[config.mk]
export PLATFORM = sky130hd
export DESIGN_NAME = ordered_list_with_value_delete_top_flat
export DESIGN_NICKNAME = d
export VERILOG_FILES = /design/src/olvd_pkg.sv /design/src/olvd_in_if.sv /design/src/olvd_out_if.sv /design/src/ordered_list_with_value_delete_top.sv /design/src/olvd_ram.sv /design/src/flat_wrapper.sv
export SDC_FILE = /design/constraint.sdc
export NUM_CORES = 1
export LEC_CHECK = 0
export BUFFER_PORTS_ARGS = -buffer_cell sky130_fd_sc_hd__buf_2
export CAP_MARGIN = 40
export CORE_ASPECT_RATIO = 1.2
export CORE_UTILIZATION = 55
export DETAILED_ROUTE_END_ITERATION = 8
export GPL_TIMING_DRIVEN = 0
export PLACE_DENSITY = 0.71
export RECOVER_POWER = 25
export SLEW_MARGIN = 30
export SYNTH_ARGS = -nofsm -noshare
export SYNTH_HDL_FRONTEND = slang
export SYNTH_SLANG_ARGS = --single-unit
[constraint.sdc]
create_clock -name clk -period 4.55 [get_ports clk]
set_input_delay 0.91 -clock clk [delete_from_list [all_inputs] [get_ports clk]]
set_output_delay 0.91 -clock clk [all_outputs]
set_load 0.1 [all_outputs]
[src/olvd_pkg.sv]
// ----------------------------------------------------------------------------
// olvd_pkg
// Shared types and constants for the bounded ordered list block.
// ----------------------------------------------------------------------------
`default_nettype none

package olvd_pkg;

  // default number of list entries
  localparam int CAPACITY_DEF = 16;

  // payload widths
  localparam int VAL_W = 32;
  localparam int CNT_W = 5;

  // command codes of an input item
  typedef enum logic [1:0] {
    CMD_FRONT  = 2'd0,
    CMD_BACK   = 2'd1,
    CMD_DELETE = 2'd2,
    CMD_SEARCH = 2'd3
  } cmd_t;

endpackage

`default_nettype wire

[src/olvd_in_if.sv]
// ----------------------------------------------------------------------------
// olvd_in_if
// Command channel: valid/ready handshake with command and value.
// ----------------------------------------------------------------------------
`default_nettype none

interface olvd_in_if;
  logic                               valid;
  logic                               ready;
  olvd_pkg::cmd_t                     cmd;
  logic signed [olvd_pkg::VAL_W-1:0]  value;

  modport source (output valid, output cmd, output value, input ready);
  modport sink   (input valid, input cmd, input value, output ready);
endinterface

`default_nettype wire

[src/olvd_out_if.sv]
// ----------------------------------------------------------------------------
// olvd_out_if
// Result channel: valid/ready handshake with match, reject and entry count.
// ----------------------------------------------------------------------------
`default_nettype none

interface olvd_out_if;
  logic                       valid;
  logic                       ready;
  logic                       found;
  logic                       full_reject;
  logic [olvd_pkg::CNT_W-1:0] entry_count;

  modport source (output valid, output found, output full_reject, output entry_count,
                  input ready);
  modport sink   (input valid, input found, input full_reject, input entry_count,
                  output ready);
endinterface

`default_nettype wire

[src/ordered_list_with_value_delete_top.sv]
// ----------------------------------------------------------------------------
// ordered_list_with_value_delete_top
// Bounded ordered list of 32-bit values held in a circular buffer in RAM,
// with insert front/back, delete first match and search.
// ----------------------------------------------------------------------------
//
//  channel  | dir | handshake           | payload
//  ---------+-----+---------------------+-----------------------------------
//  in_ch    | in  | valid/ready         | cmd, value
//  out_ch   | out | valid/ready         | found, full_reject, entry_count
//
//  inserts need no walk: the head moves or the tail is written directly.
//  search/delete walk the list through the single RAM read port, one entry
//  a cycle, comparing each entry as its registered read data returns; the
//  result register is loaded after a match or a miss, once it is free.
//  delete then restarts the read behind a match at position p and moves the
//  n-p-1 entries behind it down, one a cycle, n being the entry count.
//  synchronous active-low reset empties the list; no clearing pass is run.
//  a new item is taken only while idle and the result register is free.
//
`default_nettype none

module ordered_list_with_value_delete_top #(
  parameter int CAPACITY = olvd_pkg::CAPACITY_DEF
) (
  input  wire logic   clk,
  input  wire logic   rst_n,
  olvd_in_if.sink     in_ch,
  olvd_out_if.source  out_ch
);

  localparam int AW = (CAPACITY > 1) ? $clog2(CAPACITY) : 1;
  localparam int CW = $clog2(CAPACITY + 1);
  localparam int SW = CW + 1;
  localparam logic [CW-1:0] CAP_C  = CW'(CAPACITY);
  localparam logic [SW-1:0] CAP_S  = SW'(CAPACITY);
  localparam logic [AW-1:0] LAST_A = AW'(CAPACITY - 1);

  typedef enum logic [3:0] {
    ST_IDLE  = 4'b0001,
    ST_SCAN  = 4'b0010,
    ST_SHIFT = 4'b0100,
    ST_RESP  = 4'b1000
  } state_t;

  // list position to RAM address
  function automatic logic [AW-1:0] phys(input logic [AW-1:0] h, input logic [CW-1:0] i);
    logic [SW-1:0] s;
    s = SW'(h) + SW'(i);
    if (s >= CAP_S) s = s - CAP_S;
    return s[AW-1:0];
  endfunction

  state_t                     state_r, state_nxt;
  olvd_pkg::cmd_t             cmd_r, cmd_nxt;
  logic [olvd_pkg::VAL_W-1:0] val_r, val_nxt;
  logic [AW-1:0]              head_r, head_nxt;
  logic [CW-1:0]              cnt_r, cnt_nxt;
  logic [CW-1:0]              rd_idx_r, rd_idx_nxt;
  logic [CW-1:0]              cmp_idx_r, cmp_idx_nxt;
  logic                       cmp_vld_r, cmp_vld_nxt;
  logic                       hit_r, hit_nxt;
  logic                       out_valid_r, out_valid_nxt;
  logic                       out_found_r, out_found_nxt;
  logic                       out_reject_r, out_reject_nxt;
  logic [olvd_pkg::CNT_W-1:0] out_cnt_r, out_cnt_nxt;

  logic                       ram_we;
  logic [AW-1:0]              ram_waddr;
  logic [olvd_pkg::VAL_W-1:0] ram_wdata;
  logic [olvd_pkg::VAL_W-1:0] ram_rdata;
  logic [AW-1:0]              ram_raddr;
  logic                       out_free;
  logic                       accept;
  logic [CW-1:0]              last_idx;
  logic                       match;

  olvd_ram #(
    .WIDTH (olvd_pkg::VAL_W),
    .DEPTH (CAPACITY)
  ) u_ram (
    .clk   (clk),
    .we    (ram_we),
    .waddr (ram_waddr),
    .wdata (ram_wdata),
    .raddr (ram_raddr),
    .rdata (ram_rdata)
  );

  // handshake and shared compare
  assign out_free    = !out_valid_r || out_ch.ready;
  assign in_ch.ready = (state_r == ST_IDLE) && out_free;
  assign accept      = in_ch.valid && in_ch.ready;
  assign last_idx    = cnt_r - CW'(1);
  assign match       = cmp_vld_r && (ram_rdata == val_r);
  assign ram_raddr   = phys(head_r, rd_idx_r);

  assign out_ch.valid       = out_valid_r;
  assign out_ch.found       = out_found_r;
  assign out_ch.full_reject = out_reject_r;
  assign out_ch.entry_count = out_cnt_r;

  // sequencer
  always_comb begin
    state_nxt      = state_r;
    cmd_nxt        = cmd_r;
    val_nxt        = val_r;
    head_nxt       = head_r;
    cnt_nxt        = cnt_r;
    rd_idx_nxt     = rd_idx_r;
    cmp_idx_nxt    = cmp_idx_r;
    cmp_vld_nxt    = 1'b0;
    hit_nxt        = hit_r;
    out_valid_nxt  = out_valid_r && !out_ch.ready;
    out_found_nxt  = out_found_r;
    out_reject_nxt = out_reject_r;
    out_cnt_nxt    = out_cnt_r;
    ram_we         = 1'b0;
    ram_waddr      = phys(head_r, cnt_r);
    ram_wdata      = in_ch.value;

    unique case (state_r)
      ST_IDLE: begin
        if (accept) begin
          cmd_nxt    = in_ch.cmd;
          val_nxt    = in_ch.value;
          rd_idx_nxt = '0;
          hit_nxt    = 1'b0;
          unique case (in_ch.cmd) inside
            olvd_pkg::CMD_FRONT, olvd_pkg::CMD_BACK: begin
              out_valid_nxt = 1'b1;
              out_found_nxt = 1'b0;
              if (cnt_r >= CAP_C) begin
                out_reject_nxt = 1'b1;
                out_cnt_nxt    = olvd_pkg::CNT_W'(cnt_r);
              end else begin
                out_reject_nxt = 1'b0;
                out_cnt_nxt    = olvd_pkg::CNT_W'(cnt_r + CW'(1));
                cnt_nxt        = cnt_r + CW'(1);
                ram_we         = 1'b1;
                if (in_ch.cmd == olvd_pkg::CMD_FRONT) begin
                  head_nxt  = (head_r == '0) ? LAST_A : head_r - AW'(1);
                  ram_waddr = head_nxt;
                end
              end
            end
            olvd_pkg::CMD_DELETE, olvd_pkg::CMD_SEARCH: begin
              state_nxt = (cnt_r == '0) ? ST_RESP : ST_SCAN;
            end
            default: ;
          endcase
        end
      end

      ST_SCAN: begin
        // issue one read a cycle, compare the one issued before
        if (rd_idx_r < cnt_r) begin
          rd_idx_nxt  = rd_idx_r + CW'(1);
          cmp_vld_nxt = 1'b1;
          cmp_idx_nxt = rd_idx_r;
        end
        if (match) begin
          hit_nxt     = 1'b1;
          cmp_vld_nxt = 1'b0;
          if (cmd_r == olvd_pkg::CMD_SEARCH) begin
            state_nxt = ST_RESP;
          end else if (cmp_idx_r == last_idx) begin
            cnt_nxt   = last_idx;
            state_nxt = ST_RESP;
          end else begin
            rd_idx_nxt = cmp_idx_r + CW'(1);
            state_nxt  = ST_SHIFT;
          end
        end else if (cmp_vld_r && cmp_idx_r == last_idx) begin
          cmp_vld_nxt = 1'b0;
          state_nxt   = ST_RESP;
        end
      end

      ST_SHIFT: begin
        // read entry j, write it one place toward the front
        if (rd_idx_r < cnt_r) begin
          rd_idx_nxt  = rd_idx_r + CW'(1);
          cmp_vld_nxt = 1'b1;
          cmp_idx_nxt = rd_idx_r;
        end
        if (cmp_vld_r) begin
          ram_we    = 1'b1;
          ram_waddr = phys(head_r, cmp_idx_r - CW'(1));
          ram_wdata = ram_rdata;
          if (cmp_idx_r == last_idx) begin
            cmp_vld_nxt = 1'b0;
            cnt_nxt     = last_idx;
            state_nxt   = ST_RESP;
          end
        end
      end

      ST_RESP: begin
        if (out_free) begin
          out_valid_nxt  = 1'b1;
          out_found_nxt  = hit_r;
          out_reject_nxt = 1'b0;
          out_cnt_nxt    = olvd_pkg::CNT_W'(cnt_r);
          state_nxt      = ST_IDLE;
        end
      end

      default: state_nxt = ST_IDLE;
    endcase
  end

  // control registers
  always_ff @(posedge clk) begin
    if (!rst_n) begin
      state_r     <= ST_IDLE;
      head_r      <= '0;
      cnt_r       <= '0;
      cmp_vld_r   <= 1'b0;
      out_valid_r <= 1'b0;
    end else begin
      state_r     <= state_nxt;
      head_r      <= head_nxt;
      cnt_r       <= cnt_nxt;
      cmp_vld_r   <= cmp_vld_nxt;
      out_valid_r <= out_valid_nxt;
    end
  end

  // payload registers
  always_ff @(posedge clk) begin
    cmd_r        <= cmd_nxt;
    val_r        <= val_nxt;
    rd_idx_r     <= rd_idx_nxt;
    cmp_idx_r    <= cmp_idx_nxt;
    hit_r        <= hit_nxt;
    out_found_r  <= out_found_nxt;
    out_reject_r <= out_reject_nxt;
    out_cnt_r    <= out_cnt_nxt;
  end

  // entry count stays within the store
  a_cnt_bound: assert property (@(posedge clk) disable iff (!rst_n)
    cnt_r <= CAP_C)
    else $error("entry count above capacity");

  // insert into a full list is flagged on the next result
  a_full_reject: assert property (@(posedge clk) disable iff (!rst_n)
    (accept && cnt_r == CAP_C &&
     (in_ch.cmd == olvd_pkg::CMD_FRONT || in_ch.cmd == olvd_pkg::CMD_BACK))
    |=> (out_valid_r && out_reject_r && cnt_r == CAP_C))
    else $error("full insert not rejected");

  // no new item while a search or delete is in flight
  a_busy: assert property (@(posedge clk) disable iff (!rst_n)
    (state_r != ST_IDLE) |-> !in_ch.ready)
    else $error("item taken while busy");

  // a rejected insert never reports a match
  a_reject_found: assert property (@(posedge clk) disable iff (!rst_n)
    (out_valid_r && out_reject_r) |-> !out_found_r)
    else $error("reject and found both set");

endmodule

`default_nettype wire

[src/olvd_ram.sv]
// ----------------------------------------------------------------------------
// olvd_ram
// Generic single-write, single-read RAM with registered read data.
// ----------------------------------------------------------------------------
`default_nettype none

module olvd_ram #(
  parameter int WIDTH = 32,
  parameter int DEPTH = 16,
  localparam int AW = (DEPTH > 1) ? $clog2(DEPTH) : 1
) (
  input  wire logic             clk,
  input  wire logic             we,
  input  wire logic [AW-1:0]    waddr,
  input  wire logic [WIDTH-1:0] wdata,
  input  wire logic [AW-1:0]    raddr,
  output logic      [WIDTH-1:0] rdata
);

  logic [WIDTH-1:0] mem [DEPTH];

  // write port
  always_ff @(posedge clk) begin
    if (we) begin
      mem[waddr] <= wdata;
    end
  end

  // registered read port
  always_ff @(posedge clk) begin
    rdata <= mem[raddr];
  end

endmodule

`default_nettype wire

[src/flat_wrapper.sv]
// flat-port wrapper written by rule: the top's interface ports become plain ports
module ordered_list_with_value_delete_top_flat 
#(
  parameter int CAPACITY = olvd_pkg::CAPACITY_DEF
)
  (clk, rst_n, in_ch_valid, in_ch_cmd, in_ch_value, in_ch_ready, out_ch_valid, out_ch_found, out_ch_full_reject, out_ch_entry_count, out_ch_ready);
  olvd_in_if in_ch_i ();
  olvd_out_if out_ch_i ();
  input  wire logic clk;
  input  wire logic rst_n;
  input wire logic [$bits(in_ch_i.valid)-1:0] in_ch_valid;
  input wire logic [$bits(in_ch_i.cmd)-1:0] in_ch_cmd;
  input wire logic [$bits(in_ch_i.value)-1:0] in_ch_value;
  output wire logic [$bits(in_ch_i.ready)-1:0] in_ch_ready;
  output wire logic [$bits(out_ch_i.valid)-1:0] out_ch_valid;
  output wire logic [$bits(out_ch_i.found)-1:0] out_ch_found;
  output wire logic [$bits(out_ch_i.full_reject)-1:0] out_ch_full_reject;
  output wire logic [$bits(out_ch_i.entry_count)-1:0] out_ch_entry_count;
  input wire logic [$bits(out_ch_i.ready)-1:0] out_ch_ready;
  assign in_ch_i.valid = in_ch_valid;
  assign in_ch_i.cmd = in_ch_cmd;
  assign in_ch_i.value = in_ch_value;
  assign in_ch_ready = in_ch_i.ready;
  assign out_ch_valid = out_ch_i.valid;
  assign out_ch_found = out_ch_i.found;
  assign out_ch_full_reject = out_ch_i.full_reject;
  assign out_ch_entry_count = out_ch_i.entry_count;
  assign out_ch_i.ready = out_ch_ready;
  ordered_list_with_value_delete_top #(.CAPACITY(CAPACITY)) u_core (.clk(clk), .rst_n(rst_n), .in_ch(in_ch_i), .out_ch(out_ch_i));
endmodule
Yosys cells after proc, flatten, opt, wreduce, memory -nomap -nowiden --
Memory sizes are Yosys's and may differ from the RTL's. A register that Yosys moved wholly into a read port is not among the register bits. Index checks and enable logic that the tools add are counted.
Cells by class: $add $sub $neg 12, order comparisons 5, equal/unequal tests 19, multiplexer cells 68, bitwise operators 1, reductions and logical operators 25
Operators by type and width (number):
- 4-bit two-way mux | 19
- 5-bit two-way mux | 13
- 32-bit two-way mux | 2
- 32-bit == test | 1
- 5-bit one-hot mux with 3 select lines | 2
- 1-bit two-way mux | 23
- 4-bit by 5-bit adder with 6-bit output | 3
- 6-bit by 5-bit greater-or-equal comparator with 1-bit output (second input constant) | 3
- 4-bit one-hot mux with 4 select lines | 1
- 4-bit by 1-bit subtractor with 4-bit output (second input constant) | 4
- 5-bit by 1-bit adder with 5-bit output (second input constant) | 3
- 1-bit one-hot mux with 2 select lines | 6
- 6-bit AND reduction | 2
- 2-bit by 1-bit inequality test with 1-bit output (second input constant) | 5
- 5-bit one-hot mux with 2 select lines | 1
- 5-bit by 1-bit subtractor with 5-bit output (second input constant) | 2
- 4-bit one-hot mux with 2 select lines | 1
- 2-bit == test (second input constant) | 3
- 2-bit inequality test (second input constant) | 3
- 2-bit AND reduction | 3
- 2-bit OR reduction | 3
- 5-bit == test | 1
- 5-bit greater-or-equal comparator (second input constant) | 1
- 1-bit logical AND | 5
- other kinds (18) | 20
Storage, ports and cells: register bits after elaboration 67, RAM bits 512, input bits 38, output and inout port bits 9, word-level logic and storage cells 144, memories kept 1
Memory list:
- u_core.u_ram.mem | words 16, bits a word 32, rd ports 1, clocked after memory_dff 1, write ports 1, line olvd_ram.sv:20 | logic [WIDTH-1:0] mem [DEPTH];

Logic depth before layout (Yosys ltp) --
word-level depth 8, depth in mapped cells 11, depth with buffers taken out 11

Hierarchy --
Synthesis repeated with hierarchy kept, for this count alone.
Second synthesis, totals: cells, all modules 1222, area total of the unflattened synthesis 24101.9 um^2
By module, submodules not included:
- olvd_ram | times used 1, cells an instance 838, area each 19836.5 um^2, sequential area each 16015.4 um^2
- ordered_list_with_value_delete_top | times used 1, cells an instance 384, area each 4265.3 um^2, sequential area each 1861.8 um^2

Worst setup path before layout --
OpenSTA, ideal clock, no wires.
path kind register to register, start point reg u_core.state_r[1], end point mem u_core.u_ram.mem[12][0] (enable), setup time 421 ps, data arrival time 4484 ps, required time 4129 ps, slack -355 ps, cell stages (with the launch flop) 8, path buffers 1, period minus slack after synthesis 4905 ps, cell sequence dfxtp_1 -> or4b_1 -> buf_2 -> nor2_1 -> nand2_1 -> o31ai_2 -> nand3_1 -> nor2_1
Between the ends: cells in the longest elaborated chain, start to end 7, elaborated cells on any way between the ends 10, those cells by class eq/ne (2); mux (6); reduce/logical (2)
Ends and longest elaborated chain:
- start, declared | line ordered_list_with_value_delete_top.sv:54 | state_t state_r, state_nxt;
- start signal, assigned | line ordered_list_with_value_delete_top.sv:222 | state_r <= state_nxt;
- 4-bit by 1-bit == test with 1-bit output (*) | line ordered_list_with_value_delete_top.sv:92 | assign in_ch.ready = (state_r == ST_IDLE) && out_free;
- 1-bit logical AND (*) | line ordered_list_with_value_delete_top.sv:92
- via in_ch_ready | line flat_wrapper.sv:14 | output wire logic [$bits(in_ch_i.ready)-1:0] in_ch_ready;
- 1-bit logical AND (*) | line ordered_list_with_value_delete_top.sv:93 | assign accept = in_ch.valid && in_ch.ready;
- 1-bit two-way mux | line ordered_list_with_value_delete_top.sv:124 | if (accept) begin
- 1-bit one-hot mux with 2 select lines | line ordered_list_with_value_delete_top.sv:122 | unique case (state_r)
- 1-bit two-way mux | line olvd_ram.sv:24 | if (we) begin
- 1-bit two-way mux (implied by the code) | line olvd_ram.sv:25 | mem[waddr] <= wdata;
- end, declared | line olvd_ram.sv:20
The timed path passes the listed nets; every way through them passes the cells marked *.

Final worst setup path --
start point reg u_core.cmp_idx_r[0], end point mem u_core.u_ram.mem[8][1] (enable)
Between the ends: cells in the longest elaborated chain, start to end 6, elaborated cells on any way between the ends 7, those cells by class add/sub (3); order compare (1); mux (3)
Ends and longest elaborated chain:
- start, declared | line ordered_list_with_value_delete_top.sv:60 | logic [CW-1:0] cmp_idx_r, cmp_idx_nxt;
- start signal, assigned | line ordered_list_with_value_delete_top.sv:235 | cmp_idx_r <= cmp_idx_nxt;
- 5-bit by 1-bit subtractor with 5-bit output (*) | line ordered_list_with_value_delete_top.sv:189 | ram_waddr = phys(head_r, cmp_idx_r - CW'(1));
- 4-bit by 5-bit adder with 6-bit output (*) | line ordered_list_with_value_delete_top.sv:49 | s = SW'(h) + SW'(i);
- 6-bit by 5-bit greater-or-equal comparator with 1-bit output or 4-bit by 1-bit subtractor with 4-bit output (tied branches) | line ordered_list_with_value_delete_top.sv:50 | if (s >= CAP_S) s = s - CAP_S;
- 4-bit two-way mux (*) | line ordered_list_with_value_delete_top.sv:50
- 4-bit two-way mux (*) | line ordered_list_with_value_delete_top.sv:187 | if (cmp_vld_r) begin
- 4-bit one-hot mux with 2 select lines (*) | line ordered_list_with_value_delete_top.sv:122
Mark *: on every way between the ends. The rest lies on a longest branch, timed or not.

==> impl_metrics.env <==
export IMPL_hpwl_um=38880
export IMPL_htree_levels=2
export IMPL_outcome="finished with violations"
export IMPL_synth_area_per_cell_um2=17.86
export IMPL_track_usage=0.2744
export IMPL_numPortBuffers=46
export IMPL_ys_seq_elements=611
export IMPL_end_kind="flop"
export IMPL_cts_post_setup_buffers_inserted=0
export IMPL_synth_area_leaders="edfxtp_1 (70%), mux4_2 (12%), dfxtp_1 (3.9%), nand2_1 (2.9%), xnor2_1 (1.4%)"
export IMPL_synth_edff_count=564
export IMPL_top_layer="met5"
export IMPL_wire_per_inst_um=28.34
export IMPL_synth_fp_nets=1422
export IMPL_clockBufferDepth=3
export IMPL_placed_cell_area_mm2=0.02636
export IMPL_synth_top_area_frac=0.6962
export IMPL_ys_async_sr_fraction=0
export IMPL_grt_pass1_vias=13840
export IMPL_gp_congestion=0.8518
export IMPL_dp_slack_ns=0.4899
export IMPL_final_cells=2118
export IMPL_violations="max-capacitance violations, max-slew violations"
export IMPL_finalNetCount=1570
export IMPL_start_kind="flop"
export IMPL_drt_wl_total_um=60020
export IMPL_clkLatencyLatePin_ns=0.63
export IMPL_wl_met1_um=22690
export IMPL_clock_sinks=611
export IMPL_hold_viol_final=0
export IMPL_rows=84
export IMPL_stdcell_area_mm2=0.02833
export IMPL_fp_dieArea_mm2=0.04508
export IMPL_areaGrowthSynthToFinish_pct=16.45
export IMPL_via_count=13560
export IMPL_yosys_area_top_type="edfxtp_1"
export IMPL_synth_common_cells="edfxtp_1 (564), nand2_1 (186), mux4_2 (128), dfxtp_1 (47)"
export IMPL_setup_ws_ns=0.6685
export IMPL_drtIter0Drc=1452
export IMPL_dr_wl_met3_um=4675
export IMPL_synth_ff_type="edfxtp_1"
export IMPL_cts_resized=0
export IMPL_cts_tree="built"
export IMPL_syn_area_mm2=0.02433
export IMPL_hold_depth=1
export IMPL_dr_wl_met2_um=29850
export IMPL_critPathKind="reg -> reg"
export IMPL_required_ns=4.87
export IMPL_overflow=0
export IMPL_antenna_found_initial=1
export IMPL_drtAntennaViolNets=0
export IMPL_syn_inst=1362
export IMPL_cp_max_fo=15
export IMPL_fin_skew_ns=0.02614
export IMPL_holdWs_ns=0.4693
export IMPL_cts_made_buffers=57
export IMPL_yosysMostFrequentCell="edfxtp_1"
export IMPL_cap_violations=1
export IMPL_die_h_um=232.4
export IMPL_die_w_um=194.0
export IMPL_first_pass_iters=6
export IMPL_initial_core_util=0.5564
export IMPL_ctsRootBufferMaster="clkbuf_16"
export IMPL_drive_above_1_share=0.2040
export IMPL_core_mm2=0.04372
export IMPL_setup_viol=0
export IMPL_p_leak_nw=9.300
export IMPL_tightest_slew_ns=1.596
export IMPL_fin_crit_sh=0.8531
export IMPL_insertedDiodeCount=0
export IMPL_vdd_ir_drop_max_v=0.0003791
export IMPL_drc=0
export IMPL_routed_via_density=6.402
export IMPL_yosysWarnings=0
export IMPL_reg2reg_depth=13
export IMPL_min_period_ns=3.882
export IMPL_setup_tns_ns=0
export IMPL_grt_pass1_wl_um=88580
export IMPL_rsz0062_at_grt="false"
export IMPL_min_path_type="in -> reg"
export IMPL_ys_seq_area_frac=0.7348
export IMPL_grt_max_degree=24
export IMPL_hold_buffers=0
export IMPL_fmax_mhz=257.6
export IMPL_powerDensity_mw_per_mm2=624.9
export IMPL_ios=47
export IMPL_slew_violations=17
export IMPL_cts_clk_slew_worst_paths_ns=0.07
export IMPL_dpl_cell_count=2006
export IMPL_worstPathArrival_ns=4.21
export IMPL_yosysUniqueCellTypes=54
export IMPL_slew_headroom=-0.07512
[per-stage QoR]
stage          power, mW  utilization
5_1_grt            18.33       0.6480
3_3_place_gp       12.34       0.5777
2_1_floorplan      10.72            -
4_1_cts            17.72       0.6485
6_report           17.70       0.6480
3_5_place_dp       12.66       0.6028
[cell type report]
cell class,count,area (µm²)
tap,559,699.4
multi-input combinational,667,6236
clock buffer,79,1632
fill,2879,15390
buffer,62,266.5
timing repair buffer,89,1170
inverter,22,83.83
sequential,611,17880
clock inverter,29,366.6
[cell usage in the layout, fill, tap and decap left out, types with 4 or more instances in the layout]
cell type     n
buf_6         8
xnor2_1      38
a21o_1        7
buf_16       31
nor2_1       20
inv_1        20
a21oi_1      22
ha_1         19
bufinv_16     8
nand4_1       5
o21ai_0      10
a211oi_1     37
nor3_1        6
o22ai_1       6
clkinv_2     12
a31oi_1      34
nand2_1     186
clkbuf_8      8
mux4_2      128
and3_1        6
and2_1       37
edfxtp_1    564
xor2_1       18
nor2_4       16
dfxtp_1      47
nor4b_1       4
nand3_1      16
buf_2        21
clkbuf_1     96
clkinvlp_4    6
clkbuf_16    59
[cells by family after synthesis]
group | after synthesis | share of synthesized area
fa+ha+maj | 22 | 0.01224
flops | 611 | 0.7348
simple gates | 320 | 0.06033
xor+xnor | 58 | 0.02088
mux | 130 | 0.1194
compound gates | 137 | 0.03796
buf+inv | 84 | 0.01440
[power by group]
group	internal, mW	leakage (nW)	switching [mW]	total [mW]
combinational	2.29	2.83	3.42	5.71
sequential	6.68	5.50	0.272	6.95
clock	2.96	0.970	2.08	5.04
[flip-flops by register name, summed over array words and instances, names as in the netlist, 2 cells and up]
register / count
u_core.out_ch.entry_count: 5
u_core.rd_idx_r: 5
u_core.val_r: 32
u_core.cmd_r: 2
u_core.u_ram.rdata: 32
u_core.cmp_idx_r: 5
u_core.cnt_r: 5
u_core.head_r: 4
u_core.state_r: 4
u_core.u_ram.mem: 512
[final timing paths]
check	startpoint	end	slack [ns]
hold / removal	in_ch_value[22]	u_core.val_r[22]	0.47
hold reg to reg	u_core.rd_idx_r[4]	u_core.cmp_idx_r[4]	0.53
setup / recovery	u_core.cmp_idx_r[0]	u_core.u_ram.mem[8][1]	0.67
setup reg to reg	u_core.cmp_idx_r[0]	u_core.u_ram.mem[8][1]	0.67
[routing by layer]
layer | GRT usage | vias to the layer above
met1 | 0.3523 | 6904
met5 | 0 | -
met4 | 0.1419 | 2
met3 | 0.04711 | 198
li1 | - | 5690
met2 | 0.4547 | 765
[critical path: stages, from the launching register on]
cell and delay, ns:
edfxtp_1 0.46, inv_1 0.10, ha_1 0.38, inv_1 0.07
ha_1 0.28, a21o_1 0.18, a21oi_1 0.18, xnor2_1 0.09
mux2_2 0.28, o221ai_1 0.27, nand2_1 0.33, nor2_4 0.55
buf_16 0.22, buf_16 0.17
(Power assumes the default switching activity.)
